===== src/sv/smm_pkg.sv =====
// Shared constants, types and helper functions for the scratchpad matrix engine.
// Used by the controller, the datapath and the top level.
`default_nettype none

package smm_pkg;

	localparam int DIM        = 16;
	localparam int ELEM_WIDTH = 8;
	localparam int SP_ROWS    = 256;

	localparam int DEPTH  = SP_ROWS * DIM;
	localparam int ADDR_W = $clog2(DEPTH);
	localparam int ROW_W  = $clog2(SP_ROWS);
	localparam int CNT_W  = $clog2(DIM);

	typedef logic [ELEM_WIDTH-1:0] elem_t;
	typedef logic [ADDR_W-1:0]     addr_t;
	typedef logic [ROW_W-1:0]      row_t;
	typedef logic [CNT_W-1:0]      cnt_t;

	// request opcodes
	localparam logic [2:0] CMD_WRITE = 3'd0;
	localparam logic [2:0] CMD_READ  = 3'd1;
	localparam logic [2:0] CMD_MUL   = 3'd2;
	localparam logic [2:0] CMD_FLUSH = 3'd3;

	// result status codes
	localparam logic [1:0] STS_OK      = 2'd0;
	localparam logic [1:0] STS_RANGE   = 2'd1;
	localparam logic [1:0] STS_ILLEGAL = 2'd2;

	// controller to datapath
	typedef struct packed {
		logic       clr_wr;
		logic       wr_elem;
		logic       rd_elem;
		logic       mul_load;
		logic       zero_wr;
		logic       issue;
		logic       res_wr;
		logic       out_load;
		logic       out_rd;
		logic [1:0] out_status;
	} smm_cmd_t;

	// datapath to controller
	typedef struct packed {
		logic clr_last;
		logic elem_ok;
		logic mul_bad;
		logic mul_empty;
		logic c_last;
		logic k_last;
		logic i_last;
		logic out_busy;
	} smm_sts_t;

	function automatic addr_t addr_of(input row_t row, input cnt_t col);
		return ADDR_W'(row) * ADDR_W'(DIM) + ADDR_W'(col);
	endfunction

	// sign-extend a byte, then cut to element width
	function automatic elem_t from_byte(input logic signed [7:0] v);
		logic signed [31:0] t;
		t = 32'(v);
		return t[ELEM_WIDTH-1:0];
	endfunction

	// sign-extend an element, then cut to a byte
	function automatic logic [7:0] to_byte(input elem_t e);
		logic signed [ELEM_WIDTH-1:0] s;
		logic signed [31:0]           t;
		s = e;
		t = 32'(s);
		return t[7:0];
	endfunction

endpackage

`default_nettype wire


===== src/sv/smm_ctrl.sv =====
// Controller state machine of the scratchpad matrix engine.
// Depends on smm_pkg; drives the datapath through smm_cmd_t.
`default_nettype none

module smm_ctrl import smm_pkg::*; (
	input  wire logic       clk,
	input  wire logic       arst_n,
	input  wire logic       in_valid,
	output logic            in_stall,
	input  wire logic [2:0] cmd,
	input  wire smm_sts_t   sts,
	output smm_cmd_t        ctl
);

	typedef enum logic [2:0] {
		S_CLEAR,
		S_IDLE,
		S_ZERO,
		S_ISSUE,
		S_DRAIN,
		S_WRITE
	} state_t;

	state_t state_q;
	logic   drain_q;
	logic   accept;

	assign in_stall = (state_q != S_IDLE) || sts.out_busy;
	assign accept   = in_valid && !in_stall;

	always_comb begin
		ctl = '0;
		unique case (state_q)
			S_CLEAR: ctl.clr_wr = 1'b1;
			S_IDLE: begin
				if (accept) begin
					ctl.out_status = STS_OK;
					unique case (cmd)
						CMD_WRITE: begin
							ctl.out_load = 1'b1;
							ctl.wr_elem  = sts.elem_ok;
							if (!sts.elem_ok)
								ctl.out_status = STS_RANGE;
						end
						CMD_READ: begin
							ctl.out_load = 1'b1;
							ctl.rd_elem  = sts.elem_ok;
							ctl.out_rd   = sts.elem_ok;
							if (!sts.elem_ok)
								ctl.out_status = STS_RANGE;
						end
						CMD_MUL: begin
							if (sts.mul_empty) begin
								ctl.out_load = 1'b1;
							end else if (sts.mul_bad) begin
								ctl.out_load   = 1'b1;
								ctl.out_status = STS_RANGE;
							end else begin
								ctl.mul_load = 1'b1;
							end
						end
						CMD_FLUSH: ctl.out_load = 1'b1;
						default: begin
							ctl.out_load   = 1'b1;
							ctl.out_status = STS_ILLEGAL;
						end
					endcase
				end
			end
			S_ZERO:  ctl.zero_wr = 1'b1;
			S_ISSUE: ctl.issue   = 1'b1;
			S_DRAIN: ctl         = '0;
			S_WRITE: begin
				ctl.res_wr = 1'b1;
				if (sts.c_last && sts.i_last) begin
					ctl.out_load   = 1'b1;
					ctl.out_status = STS_OK;
				end
			end
			default: ctl = '0;
		endcase
	end

	always_ff @(posedge clk or negedge arst_n) begin
		if (!arst_n) begin
			state_q <= S_CLEAR;
			drain_q <= 1'b0;
		end else begin
			unique case (state_q)
				S_CLEAR: if (sts.clr_last) state_q <= S_IDLE;
				S_IDLE: begin
					if (ctl.mul_load)
						state_q <= S_ZERO;
				end
				S_ZERO: if (sts.c_last) state_q <= S_ISSUE;
				S_ISSUE: begin
					if (sts.k_last) begin
						state_q <= S_DRAIN;
						drain_q <= 1'b0;
					end
				end
				S_DRAIN: begin
					drain_q <= 1'b1;
					if (drain_q)
						state_q <= S_WRITE;
				end
				S_WRITE: begin
					if (!sts.c_last)
						state_q <= S_ISSUE;
					else if (sts.i_last)
						state_q <= S_IDLE;
					else
						state_q <= S_ZERO;
				end
				default: state_q <= S_IDLE;
			endcase
		end
	end

endmodule

`default_nettype wire


===== config.mk =====
export PLATFORM = sky130hd
export DESIGN_NAME = smm_ctrl
export DESIGN_NICKNAME = d
export VERILOG_FILES = /design/src/sv/smm_pkg.sv /design/src/sv/smm_ctrl.sv
export SDC_FILE = /design/constraint.sdc
export NUM_CORES = 1
export LEC_CHECK = 0
export ABC_AREA = 1
export BUFFER_PORTS_ARGS = -buffer_cell sky130_fd_sc_hd__buf_2
export CORE_AREA = 3 3 40 42
export CTS_BUF_LIST = sky130_fd_sc_hd__clkbuf_4
export DETAILED_ROUTE_END_ITERATION = 10
export DIE_AREA = 0 0 43 45
export GPL_ROUTABILITY_DRIVEN = 0
export HOLD_SLACK_MARGIN = 0.02
export SLEW_MARGIN = 30
export SYNTH_ARGS = -nofsm -noshare
export SYNTH_HDL_FRONTEND = slang
export SYNTH_SLANG_ARGS = --single-unit

===== constraint.sdc =====
create_clock -name clk -period 3.1 [get_ports clk]
set_clock_uncertainty 0.05 [all_clocks]
set_input_delay 0.62 -clock clk [delete_from_list [all_inputs] [get_ports clk]]
set_output_delay 0.62 -clock clk [all_outputs]
set_load 0.05 [all_outputs]

Word level (Yosys, flattened, before mapping)
Index checks and enable logic that the tools add are counted.
{"block": "classes", "muxes": 33, "n_eq_ne": 14, "n_reduce_logical": 10}
{"operator": "$mux 3", "n": 7}
{"operator": "$mux 1", "n": 18}
{"operator": "$pmux 3 s6", "n": 1}
{"operator": "$eq 3x2->1 const B", "n": 4}
{"operator": "$ne 2x2->1 const B", "n": 5}
{"operator": "$eq 3x1->1 const B", "n": 2}
{"operator": "$eq 3x3->1 const B", "n": 2}
{"operator": "$logic_not 3->1", "n": 2}
{"operator": "$mux 2", "n": 3}
{"operator": "$pmux 2 s3", "n": 1}
{"operator": "$reduce_and 5->1", "n": 1}
{"operator": "$mux 4", "n": 1}
{"operator": "$pmux 1 s2", "n": 2}
{"operator": "$ne 3x1->1 const B", "n": 1}
{"operator": "$logic_and 1x1->1", "n": 2}
{"operator": "$reduce_and 2->1", "n": 1}
{"operator": "$reduce_bool 2->1", "n": 1}
{"operator": "$reduce_or 2->1", "n": 1}
{"operator": "$logic_not 1->1", "n": 1}
{"operator": "$logic_or 1x1->1", "n": 1}
{"block": "word_totals", "input_bits": 14, "regBits": 4, "wordCells": 59, "output_inout_bits": 12}

Logic depth before layout (Yosys ltp)
{"block": "logic_depth", "word_depth": 8, "mapped_depth": 9}

Least setup slack after synthesis
OpenSTA, ideal clock, no wires.
{"block": "synth_path", "path_type": "input to output", "start": "input port sts[0] in the netlist's numbering", "end": "output port ctl[8] in the netlist's numbering", "cell_stages": 4, "required_ps": 2430, "path_buffers": 1, "t_arrival_ps": 2329, "slack_ps": 101, "path_cell_list": "nor2_2 > nand2_1 > nor3_1 > buf_4"}
{"item": "start: declaration", "line_no": "smm_ctrl.sv:11", "rtl": "input wire smm_sts_t sts,"}
{"item": "end: declaration", "line_no": "smm_ctrl.sv:12", "rtl": "output smm_cmd_t ctl"}

==> impl_metrics.toml <==
[run_status]
outcome = "finished, final reports clean"

[final_layout]
mostFrequentLayoutCells = "25 x buf_2, 15 x nand2_1, 13 x inv_1"
nets = 113
final_layout_size_suffix_gt1_share_pct = 40.2
fill_cells = 137
instances_no_fill = 112
diodes = 0
seq_area_um2 = 100
area_delta_synth_final_pct = 39.8
layout_commonest_cell = "buf_2"
multi_input_area_um2 = 235

[global_route]
use_met3_pct = 2.39
antenna_found_initial = 0
grt-ovfl-total = 0
grt_pass1_wl_um = 1480
top_usage_layer = "met2"
grt_pass1_vias = 423
use_met1_pct = 12.2
grt_max_degree = 7
met2_usage_pct = 16.5
grt_util_all_layers_pct = 10.3

[setup_path]
cp_slowest_cell = "dfrtp_1"
cp_top_family = "simple AND/OR/NAND/NOR gates"
worst-path-buf-inv = 2
critical_path.max_stage_delay_ns = 0.39
timing.critical_path.required_ns = 2.43
crit_chain = "inv_1 > nand3_2 > nor2_2 > nand2_1 > nor3_1 > buf_2"
arrival_ns = 1.60
start_kind = "flop"
endpoint_kind = "output port"
r2r_end = "state_q[0]"
crit_path_start = "state_q[1]"
worst-setup-path-type = "flop to output port"
cp-endpoint = "ctl[8]"
reg2regPathDepth = 8
rrSetupSlack_ns = 1.82
cp.depth = 6
cp_max_fo = 5
r2r-start = "state_q[1]"

[clocking]
root_buffer = "clkbuf_4"
cts_tree = "built"
path_clk_slew_ns = 0.04
cts.path.max_buffers = 2
cts_setup_buffers = 0
cts.sinks = 4
cts_hold_buf = 0
htreeDepth = 1
cts_resized = 0
clk_latency_ns = 0.23
cts_made_buffers = 3

[pwr]
sequentialPowerShare_pct = 19.8
power.density_nw_per_um2 = 878
switching_share_pct = 56.7
p_clk_share_pct = 12.7
combPwrFrac_pct = 67.5
p_leak_nw = 0.352
p_sw_mw = 0.278
p_int_mw = 0.212
peakVddDrop_mv = 0.349

[timing]
worst_pin_slew_ns = 0.253
period_share_pct = 73.1
setup_viol = 0
slew_headroom_pct = 83.2
rsz0062_at_grt = "no"
setup_tns_ns = 0
maxSlewViolCount = 0
finalHoldViolCount = 0
fmax_ghz = 0.441
fin_crit_ns = 2.27

[synth]
yosys_register_bits = 4
synthAdderAreaFrac_pct = 0
synth.area.mux_share_pct = 0
yosys_warnings = 0
ys_types = 14
synth_fp_nets = 84
syn_inst = 70
synth_top_family_by_area = "simple AND/OR/NAND/NOR gates"
avgSynthCellArea_um2 = 5.70
synth_simple_gate_area_share_pct = 52.7
synth-xor-area-share_pct = 0
synth_compound_area_share_pct = 6.27
yosysSeqAreaShare_pct = 25.1
syn_area_um2 = 399

[hold_path]
hold_path_class = "input pin to async pin"

[route]
routed_via_density = 4.41
vias = 494
wl_um = 902
final_antenna_net_count = 0
wl_per_cell_um = 8.05
dr.first_iter.drc_count = 5
first_pass_iters = 4
drc_errors = 0

[place]
dp_hpwl_um = 818
dp_cells = 109
port_buffers = 25

[die]
pin_count = 26
core-area_um2 = 1280
initial_core_util_pct = 31.1
die_area_um2 = 1940
die_h_um = 45
rows = 13
die_w_um = 43

[run]
max-cap-violations = 0
==> final cells by class <==
| class | instances | area share (%) |
|---|---|---|
| clock buffers | 3 | 4.04 |
| inverters | 15 | 10.1 |
| repair buffers | 25 | 22.4 |
| well taps | 15 | 3.36 |
| flip-flops and latches | 4 | 17.9 |
| multi-input cells | 50 | 42.2 |
==> sequential cells by signal, summed over array words and instances (netlist names) <==
| register | cells |
|---|---|
| drain_q | 1 |
| state_q | 3 |
==> worst min-delay path by stage <==
stage	slack (ns)	endpoint	cells after the start	from
6_report	0.14	state_q[2]	1	arst_n
5_1_grt	0.12	state_q[1]	1	arst_n
4_1_cts	0.13	state_q[1]	1	arst_n
3_5_place_dp	0.38	state_q[2]	1	arst_n
3_3_place_gp	0.38	state_q[2]	1	arst_n
2_1_floorplan	0.27	drain_q	0	arst_n
==> worst register-to-register path, cell delays in order (launching register included) <==
cell and delay [ns]:
dfrtp_1 0.39, inv_1 0.14, nand3_2 0.11, nor2_2 0.13, nand3_1 0.11, nand2_2 0.09, nand2_1 0.05, nand2_1 0.05
nand2_1 0.05
==> power groups by stage <==
stage               Combinational [mW]  Sequential (mW)  Clock [mW]
floorplan                        0.270           0.0944           0
global placement                 0.334           0.0979           0
detailed placement               0.335           0.0977           0
CTS                              0.336           0.0973      0.0650
global route                     0.369            0.101      0.0721
finish                           0.331           0.0970      0.0622
==> Yosys cell counts <==
cell type	number	area share, %
o21ai_0	3	3.8
nand3_1	6	7.5
dfrtp_1	4	25
nand3_2	1	2.5
inv_2	2	1.9
nand2_2	5	7.8
nor2_1	10	9.4
a21oi_1	2	2.5
buf_4	1	1.9
nor2_2	3	4.7
nand4_1	1	1.6
nor3_1	4	5.0
nand2_1	15	14
inv_1	13	12
==> metrics by stage <==
| stage | util (%) | power (mW) | hold WS [ns] | setup slack, ns | area [um2] |
|---|---|---|---|---|---|
| floorplan | - | 0.365 | 0.274 | 0.101 | 399 |
| global placement | 41.7 | 0.432 | 0.377 | 0.912 | 536 |
| detailed placement | 41.7 | 0.432 | 0.378 | 0.905 | 536 |
| CTS | 43.4 | 0.498 | 0.133 | 0.824 | 558 |
| global route | 43.4 | 0.542 | 0.122 | 0.668 | 558 |
| finish | 43.4 | 0.490 | 0.135 | 0.833 | 558 |
==> cell families after synthesis <==
kind of cell / after synthesis
buf+inv: 16
compound gates: 5
flops: 4
simple gates: 45
==> layer usage <==
layer / up-vias / part of all wire (%) / wire, um
met5: - / 0 / 0
li1: 269 / - / -
met3: 2 / 7.2 / 65
met1: 207 / 46 / 413
met4: 0 / 1.9 / 17
met2: 16 / 45 / 406
No activity file was read; power rests on OpenSTA's default activity.
